### src/rtl/afs_pkg.sv
`timescale 1ns / 1ps

package afs_pkg;

  localparam int MAX_FRAMES = 256;
  localparam int MAX_STEPS  = 1024;
  localparam int IDX_W      = $clog2(MAX_FRAMES);
  localparam int CNT_W      = $clog2(MAX_FRAMES + 1);
  localparam int STEP_W     = $clog2(MAX_STEPS + 1);
  localparam int DATA_W     = 32;
  localparam int DIV_CNT_W  = $clog2(DATA_W + 1);
  localparam int QDEPTH     = 2;
  localparam int QPTR_W     = $clog2(QDEPTH);
  localparam int CFG_AW     = 3;
  localparam int REG_IDX_W  = CFG_AW - 2;
  localparam int APB_DW     = 32;

  localparam logic [REG_IDX_W-1:0] REG_FRAME_COUNT = REG_IDX_W'(0);

  typedef enum logic [1:0] {
    OP_LOAD    = 2'd0,
    OP_SET     = 2'd1,
    OP_STEP    = 2'd2,
    OP_ADVANCE = 2'd3
  } op_t;

  // command as it sits in the queue between front and back
  typedef struct packed {
    op_t               op;
    logic [IDX_W-1:0]  slot;
    logic              mark;
    logic [DATA_W-1:0] arg;
  } cmd_t;

  typedef struct packed {
    logic [IDX_W-1:0]  frame_index;
    logic [DATA_W-1:0] time_consumed;
    logic              at_stop;
    logic              step_limit_hit;
  } result_t;

endpackage

### src/rtl/afs_if.sv
`timescale 1ns / 1ps

interface afs_in_if import afs_pkg::*; ();
  logic              valid;
  logic              ready;
  logic [1:0]        opcode;
  logic [IDX_W-1:0]  frame_slot;
  logic [DATA_W-1:0] delay_value;
  logic              stop_mark;
  logic [DATA_W-1:0] new_index;
  logic [DATA_W-1:0] time_delta;

  modport source (output valid, opcode, frame_slot, delay_value, stop_mark, new_index,
                  time_delta, input ready);
  modport sink   (input valid, opcode, frame_slot, delay_value, stop_mark, new_index,
                  time_delta, output ready);
endinterface


### src/rtl/afs_front.sv
`timescale 1ns / 1ps

module afs_front import afs_pkg::*; (
  input  logic    clk,
  input  logic    rst_n,
  afs_in_if.sink  in_ch,
  output logic    cmd_valid,
  output cmd_t    cmd,
  input  logic    cmd_pop
);

  cmd_t              q_r [QDEPTH];
  logic [QPTR_W-1:0] wr_ptr_r, wr_ptr_nxt;
  logic [QPTR_W-1:0] rd_ptr_r, rd_ptr_nxt;
  logic [QPTR_W:0]   count_r, count_nxt;
  logic              push;
  cmd_t              new_cmd;

  assign in_ch.ready = (count_r != (QPTR_W + 1)'(QDEPTH));
  assign push        = in_ch.valid && in_ch.ready;
  assign cmd_valid   = (count_r != '0);
  assign cmd         = q_r[rd_ptr_r];

  // fold the operand that the opcode uses into one argument field
  always_comb begin
    new_cmd.op   = op_t'(in_ch.opcode);
    new_cmd.slot = in_ch.frame_slot;
    new_cmd.mark = in_ch.stop_mark;
    unique case (op_t'(in_ch.opcode))
      OP_LOAD:    new_cmd.arg = in_ch.delay_value;
      OP_SET:     new_cmd.arg = in_ch.new_index;
      OP_ADVANCE: new_cmd.arg = in_ch.time_delta;
      default:    new_cmd.arg = '0;
    endcase
  end

  always_comb begin
    wr_ptr_nxt = push ? wr_ptr_r + QPTR_W'(1) : wr_ptr_r;
    rd_ptr_nxt = cmd_pop ? rd_ptr_r + QPTR_W'(1) : rd_ptr_r;
    count_nxt  = count_r;
    if (push && !cmd_pop) begin
      count_nxt = count_r + (QPTR_W + 1)'(1);
    end else if (!push && cmd_pop) begin
      count_nxt = count_r - (QPTR_W + 1)'(1);
    end
  end

  always_ff @(posedge clk) begin
    if (!rst_n) begin
      wr_ptr_r <= '0;
      rd_ptr_r <= '0;
      count_r  <= '0;
    end else begin
      wr_ptr_r <= wr_ptr_nxt;
      rd_ptr_r <= rd_ptr_nxt;
      count_r  <= count_nxt;
    end
  end

  always_ff @(posedge clk) begin
    if (push) begin
      q_r[wr_ptr_r] <= new_cmd;
    end
  end

endmodule

### src/flat_wrapper.sv
// flat-port wrapper written by rule: the top's interface ports become plain ports
module afs_front_flat import afs_pkg::*;
  (clk, rst_n, cmd_valid, cmd, cmd_pop, in_ch_valid, in_ch_opcode, in_ch_frame_slot, in_ch_delay_value, in_ch_stop_mark, in_ch_new_index, in_ch_time_delta, in_ch_ready);
  afs_in_if in_ch_i ();
  input  logic clk;
  input  logic rst_n;
  output logic cmd_valid;
  output cmd_t cmd;
  input  logic cmd_pop;
  input wire logic [$bits(in_ch_i.valid)-1:0] in_ch_valid;
  input wire logic [$bits(in_ch_i.opcode)-1:0] in_ch_opcode;
  input wire logic [$bits(in_ch_i.frame_slot)-1:0] in_ch_frame_slot;
  input wire logic [$bits(in_ch_i.delay_value)-1:0] in_ch_delay_value;
  input wire logic [$bits(in_ch_i.stop_mark)-1:0] in_ch_stop_mark;
  input wire logic [$bits(in_ch_i.new_index)-1:0] in_ch_new_index;
  input wire logic [$bits(in_ch_i.time_delta)-1:0] in_ch_time_delta;
  output wire logic [$bits(in_ch_i.ready)-1:0] in_ch_ready;
  assign in_ch_i.valid = in_ch_valid;
  assign in_ch_i.opcode = in_ch_opcode;
  assign in_ch_i.frame_slot = in_ch_frame_slot;
  assign in_ch_i.delay_value = in_ch_delay_value;
  assign in_ch_i.stop_mark = in_ch_stop_mark;
  assign in_ch_i.new_index = in_ch_new_index;
  assign in_ch_i.time_delta = in_ch_time_delta;
  assign in_ch_ready = in_ch_i.ready;
  afs_front u_core (.clk(clk), .rst_n(rst_n), .in_ch(in_ch_i), .cmd_valid(cmd_valid), .cmd(cmd), .cmd_pop(cmd_pop));
endmodule
### config.mk
export PLATFORM = sky130hd
export DESIGN_NAME = afs_front_flat
export DESIGN_NICKNAME = d
export VERILOG_FILES = /design/src/rtl/afs_pkg.sv /design/src/rtl/afs_if.sv /design/src/rtl/afs_front.sv /design/src/flat_wrapper.sv
export SDC_FILE = /design/constraint.sdc
export NUM_CORES = 1
export LEC_CHECK = 0
export BUFFER_PORTS_ARGS = -buffer_cell sky130_fd_sc_hd__buf_2
export CAP_MARGIN = 20
export CORE_MARGIN = 2
export CORE_UTILIZATION = 35
export CTS_BUF_LIST = sky130_fd_sc_hd__clkbuf_4
export DETAILED_ROUTE_END_ITERATION = 12
export GPL_ROUTABILITY_DRIVEN = 0
export PLACE_DENSITY = 0.72
export SETUP_SLACK_MARGIN = 0.5
export SLEW_MARGIN = 15
export SYNTH_ARGS = -nofsm -noshare
export SYNTH_HDL_FRONTEND = slang
export SYNTH_SLANG_ARGS = --single-unit
### constraint.sdc
create_clock -name clk -period 5.8 [get_ports clk]
set_clock_uncertainty 0.05 [all_clocks]
set_input_delay 0.29 -clock clk [delete_from_list [all_inputs] [get_ports clk]]
set_output_delay 0.29 -clock clk [all_outputs]
set_load 0.05 [all_outputs]
==> metrics.cfg, run 1 <==
[yosys]
ys_top_cells_by_area = edfxtp_1, mux2_2, mux2i_1
ys_types = 25
yosys.area.top_type = edfxtp_1
syn-cell-area_um2 = 4050
synth_fp_nets = 378
avgSynthCellArea_um2 = 15.2
yosysTopAreaCellShare = 0.637
syn_inst = 266
yosys_warnings = 0
ys_ff_latch = 91
ys_seq_area_frac = 0.662

[placement]
pre_cts_slack_ns = 3.74
port_buffers = 155
dpl.cell_count = 549
post-dp-hpwl_um = 5560

[pwr]
powerDensity_nw_per_um2 = 327
power.leakage_nw = 2.13
peakVddDrop_uv = 181

[timing]
fmax_ghz = 0.446
hold_violations = 0
setup_tns_ns = 0
setup-violations-final = 0
finalCritPeriodShare = 0.386
rsz0062_at_grt = false
finalMaxSlewViolations = 0
final.min_clock_period_ns = 2.24
fin_ws_ns = 3.56
tightest_slew_ns = 0.952
max-slew-margin-rel = 0.365

[die]
design.die.area_um2 = 12500
coreArea_um2 = 11400
rows = 39
die_h_um = 112
die_x_um = 112
start_util = 0.357
pin_count = 156

[final_layout]
antennaDiodeCount = 0
regArea_um2 = 2680
num-fill-cells = 1058
nets = 540
area_growth_pct = 27.9
finish.utilization = 0.456
drive_gt1_frac = 0.517
multi_input_area_um2 = 1230
fin_cells = 576

[global_route]
antenna_found_initial = 0
grtUsageTotal = 0.138
gr-total-overflow = 0
grt_start_max_net_pins = 44
grt_pass1_wl_um = 13600
grt_pass1_vias = 2850

[worst_hold_path]
holdPathEnd = u_core.count_r[0]
min_path_cells = 2
hold_path.class = primary input to flip-flop
hp-start = rst_n

[clock_tree]
cts_made_buffers = 9
clock-root-buffer = clkbuf_4
clk_latency_ns = 0.42
clk_pin_slew_worst_paths_ns = 0.14
htreeDepth = 3
cts_tree = done
cts_buffer_depth = 2
clock_sinks = 91
cts_resized = 0

[worst_setup_path]
r2r_slack_ns = 3.94
path_max_fanout = 28
reg2reg_depth = 3
path_cells = buf_12, mux2_2, buf_2
cp-end-kind = primary output
r2r-end = u_core.q_r[0][15]
cp.required_ns = 5.46
critPathSlowestCell = dfxtp_2
cp_data_arrival_time_ns = 1.90
rr_startpoint = u_core.count_r[0]
start_kind = flip-flop
max_stage_delay_ns = 0.63
path_class = flip-flop to primary output

[drt]
postRouteAntennaNets = 0
drc = 0
wl_um = 8470
drt_iter0_drc = 71
dr_total_vias = 2679
dr.pass1.iters = 4
wl_per_cell_um = 14.7
via_per_inst = 4.65

[job]
max-cap-violations = 0

[outcome]
status = finished, final reports clean

worst max path at each step:
| stage | from | slack [ns] | to |
|---|---|---|---|
| after floorplan | u_core.count_r[0] | 3.61 | u_core.q_r[1][0] |
| after global placement | flip-flop | 3.75 | cmd[22] |
| after detailed placement | flip-flop | 3.74 | cmd[2] |
| after CTS | flip-flop | 3.23 | cmd[22] |
| after global routing | flip-flop | 3.42 | cmd[15] |
| final | flip-flop | 3.56 | cmd[15] |
placed cells by master (no fill, tap or decap), drive strengths merged, types with 6 or more instances in the layout:
| cell | synthesis | routed |
|---|---|---|
| buf | 13 | 158 |
| edfxtp | 86 | 86 |
| mux2 | 43 | 43 |
| o21ai | 33 | 33 |
| mux2i | 32 | 32 |
| nand2 | 32 | 32 |
| clkbuf | 3 | 9 |
| dlygate4sd3 | 0 | 9 |
| inv | 2 | 6 |
critical path, delay by kind of cell, from the launching register on:
family / cells / cell delay, ns
DFF: 1 / 0.63
muxes: 1 / 0.36
buffers and inverters: 2 / 0.47
repair_timing:
action | 4_1_cts | 5_1_grt
buffers inserted | 0 | 0
hold buffers | 9 | 0
endpoints found under the hold margin | 18 | 0
state kept, by name (all words and copies together), names as in the netlist, named ones only:
| signal | flops |
|---|---|
| u_core.rd_ptr_r | 1 |
| u_core.wr_ptr_r | 1 |
| u_core.count_r | 2 |
| u_core.q_r | 86 |
cells in the mapped netlist:
library cell and number:
edfxtp_1 86, nand2_1 32, buf_2 1, and3_1 1
buf_6 8, xnor2_1 1, mux2i_1 32, nand2b_4 1
nand3b_1 1, xor2_1 2, and2_4 1, mux2_2 43
dfxtp_1 5, ha_1 1, o21ai_0 25, and2_1 4
or3_1 1, buf_4 4, clkbuf_1 3, inv_1 2
a21boi_1 1, a21bo_2 1, a21boi_0 1, o21ai_1 8
or2_2 1
where the power goes:
| group | switching (mW) | total, mW | internal [mW] |
|---|---|---|---|
| Clock | 0.228 | 0.410 | 0.182 |
| Sequential | 0.0232 | 0.828 | 0.805 |
| Combinational | 0.311 | 0.455 | 0.145 |
| Total | 0.561 | 1.69 | 1.13 |
metrics by stage:
step | hold WS [ns] | power, mW | instance area, um^2
2_1_floorplan | 0.339 | 1.18 | 4050
3_3_place_gp | 0.429 | 1.29 | 4880
3_5_place_dp | 0.433 | 1.30 | 4880
4_1_cts | 0.0276 | 1.71 | 5140
5_1_grt | 0.0396 | 1.77 | 5180
6_report | 0.0696 | 1.69 | 5180
layer usage:
layer	vias up	track usage	wire (um)
met2	83	0.239	4280
li1	1317	-	-
met4	0	0.0420	75
met5	-	0	0
met3	6	0.0359	466
met1	1273	0.170	3650
logic make-up (layout without fill, tap and decap cells):
| group | Yosys count | count (layout) | synth area share |
|---|---|---|---|
| multiplexers | 75 | 75 | 0.198 |
| AO/OA/AOI/OAI | 36 | 36 | 0.0469 |
| buffers and inverters | 18 | 185 | 0.0355 |
| adder cells (fa/ha/maj) | 1 | 1 | 0.00309 |
| XOR/XNOR | 3 | 3 | 0.00648 |
| flip-flops | 91 | 91 | 0.662 |
| AND/OR/NAND/NOR | 42 | 42 | 0.0478 |
area by class of cell:
cell class | count | share of cell area
repair buffers | 167 | 0.176
clock buffers | 9 | 0.0130
inverters | 2 | 0.00145
well taps | 143 | 0.0345
multi-input cells | 157 | 0.237
flip-flops and latches | 91 | 0.518
clock inverters | 7 | 0.0203
No activity file was read; power rests on OpenSTA's default activity.
==> run 2: changes to the inputs <==
- PLACE_DENSITY: 0.72 -> 0.75
- clock period: 5.8 -> 1.96 ns (I/O delays scaled with it)
==> run 2 against run 1 <==
Effect of this change:
- combinational power rose to 3.5 times the previous value
- clock power up 150%
- final cell count up 9.5%
- first-iteration DRC count up 66%
- global-route usage up 1.4 points
- largest power group unchanged
- design area up 11%
- core utilization up 5.2 points
- non-clock buffer count up 55
- power rose to 3.0 times the previous value
- via count up 11%
- worst setup slack worse by 3.4 ns
==> metrics.cfg, run 2 (same netlist as run 1, synthesis figures left out) <==
[worst_setup_path]
cp-end-kind = primary output
path_max_fanout = 23
cp_top_family = flip-flops
path_cells = buf_12, mux2_2, buf_2
max_stage_delay_ns = 0.40
cp.required_ns = 1.81
start_kind = flip-flop
cp_data_arrival_time_ns = 1.60
path_class = flip-flop to primary output
crit_buf_inv = 2
critPathSlowestCell = dfxtp_4
rr_startpoint = u_core.count_r[0]

[die]
design.die.area_um2 = 12500
die_x_um = 112
rows = 39
die_h_um = 112
pin_count = 156
coreArea_um2 = 11400
start_util = 0.357

[clock_tree]
clock_sinks = 91
clock-root-buffer = clkbuf_4
cts_made_buffers = 9
htreeDepth = 3
cts_tree = done
clk_pin_slew_worst_paths_ns = 0.14
cts_buffer_depth = 2
clk_latency_ns = 0.43

[timing]
finalMaxSlewViolations = 0
rsz0062_at_grt = true
timing.hold.ws_ns = 0.0367
hold_violations = 0
fmax_ghz = 0.571
max-slew-margin-rel = 0.751
setup_tns_ns = 0
final.min_clock_period_ns = 1.75
finalCritPeriodShare = 0.893
tightest_slew_ns = 0.374
setup-violations-final = 0

[drt]
dr.pass1.iters = 4
postRouteAntennaNets = 0
dr_total_vias = 2962
wl_per_cell_um = 15.1
wl_um = 9510
drc = 0
drt_iter0_drc = 118
via_per_inst = 4.69

[final_layout]
largest_register = u_core.q_r
finish.utilization = 0.508
mostFrequentLayoutCell = buf_2
nets = 595
final_cell_mix = buf_2, edfxtp_1, dlygate4sd3_1
largest_register_ff_count = 86
reg_top3 = u_core.q_r x86, u_core.count_r x2
num-fill-cells = 989
area_growth_pct = 42.5
antennaDiodeCount = 0
drive_gt1_frac = 0.484

[global_route]
grt_pass1_vias = 3155
grt_use_met1 = 0.164
grt.met2_usage = 0.281
grt_use_met3 = 0.0397
grt_pass1_wl_um = 14800
grtUsageTotal = 0.152
grt_start_max_net_pins = 35
antenna_found_initial = 0
top_usage_layer = met2
gr-total-overflow = 0

[worst_hold_path]
hp-start = in_ch_new_index[29]
hold_path.class = primary input to flip-flop

[pwr]
powerDensity_nw_per_um2 = 872
peakVddDrop_uv = 408
power.leakage_nw = 2.38
power_mw = 5.04

[job]
max-cap-violations = 0

[outcome]
status = finished, final reports clean

[placement]
post-dp-hpwl_um = 6080
port_buffers = 155

[run 2: layout make-up]
class                      instances  area (um^2)  share of cell area
sequential                        91         2690               0.466
timing repair buffer             222         1520               0.262
multi-input combinational        157         1250               0.216
tap                              143          179              0.0310
clock buffer                       9         67.6              0.0117
clock inverter                     7         67.6              0.0117
inverter                           2         11.3             0.00195
[run 2: path summary, 6_finish.rpt]
kind / slack (ns) / cells after the start / end
worst min register to register: 0.49 / 2 / u_core.count_r[1]
worst min-delay path: 0.04 / 3 / u_core.q_r[1][29]
worst max-delay path: 0.21 / 3 / cmd[30]
worst max register to register: 0.44 / 6 / u_core.count_r[1]
[run 2: worst reg2reg max path, stage by stage (launching register included)]
cell and delay (ns):
dfxtp_2 0.36, nand2b_4 0.15, and2_4 0.16, ha_4 0.15
xor2_1 0.15, or3_1 0.31, a21boi_1 0.13
[run 2: what timing repair did]
| action | in CTS | in global routing |
|---|---|---|
| endpoints found under the setup margin | 46 | 80 |
| pin swaps | 1 | 0 |
| hold endpoints to repair | 87 | 4 |
| gates resized for setup | 35 | 4 |
| buffers inserted | 3 | 0 |
| cloned | 0 | 0 |
| hold buffers | 51 | 3 |
[run 2: metal layers]
layer | up-vias | wire length [um]
li1 | 1431 | -
met1 | 1407 | 3690
met2 | 103 | 5100
met3 | 21 | 490
met4 | 0 | 228
met5 | - | 0
[run 2: per-stage QoR]
step           std cells  instance area, um^2  worst slack, ns
3_3_place_gp         558                 4950            0.447
4_1_cts              628                 5730            0.176
5_1_grt              631                 5780           0.0986
3_5_place_dp         558                 4950            0.390
2_1_floorplan        266                 4060            0.179
6_report             631                 5780            0.209
[run 2: where the power goes]
| part | switching (mW) | internal [mW] |
|---|---|---|
| logic | 0.983 | 0.607 |
| registers | 0.0566 | 2.38 |
| clock network | 0.624 | 0.385 |
| total | 1.66 | 3.37 |
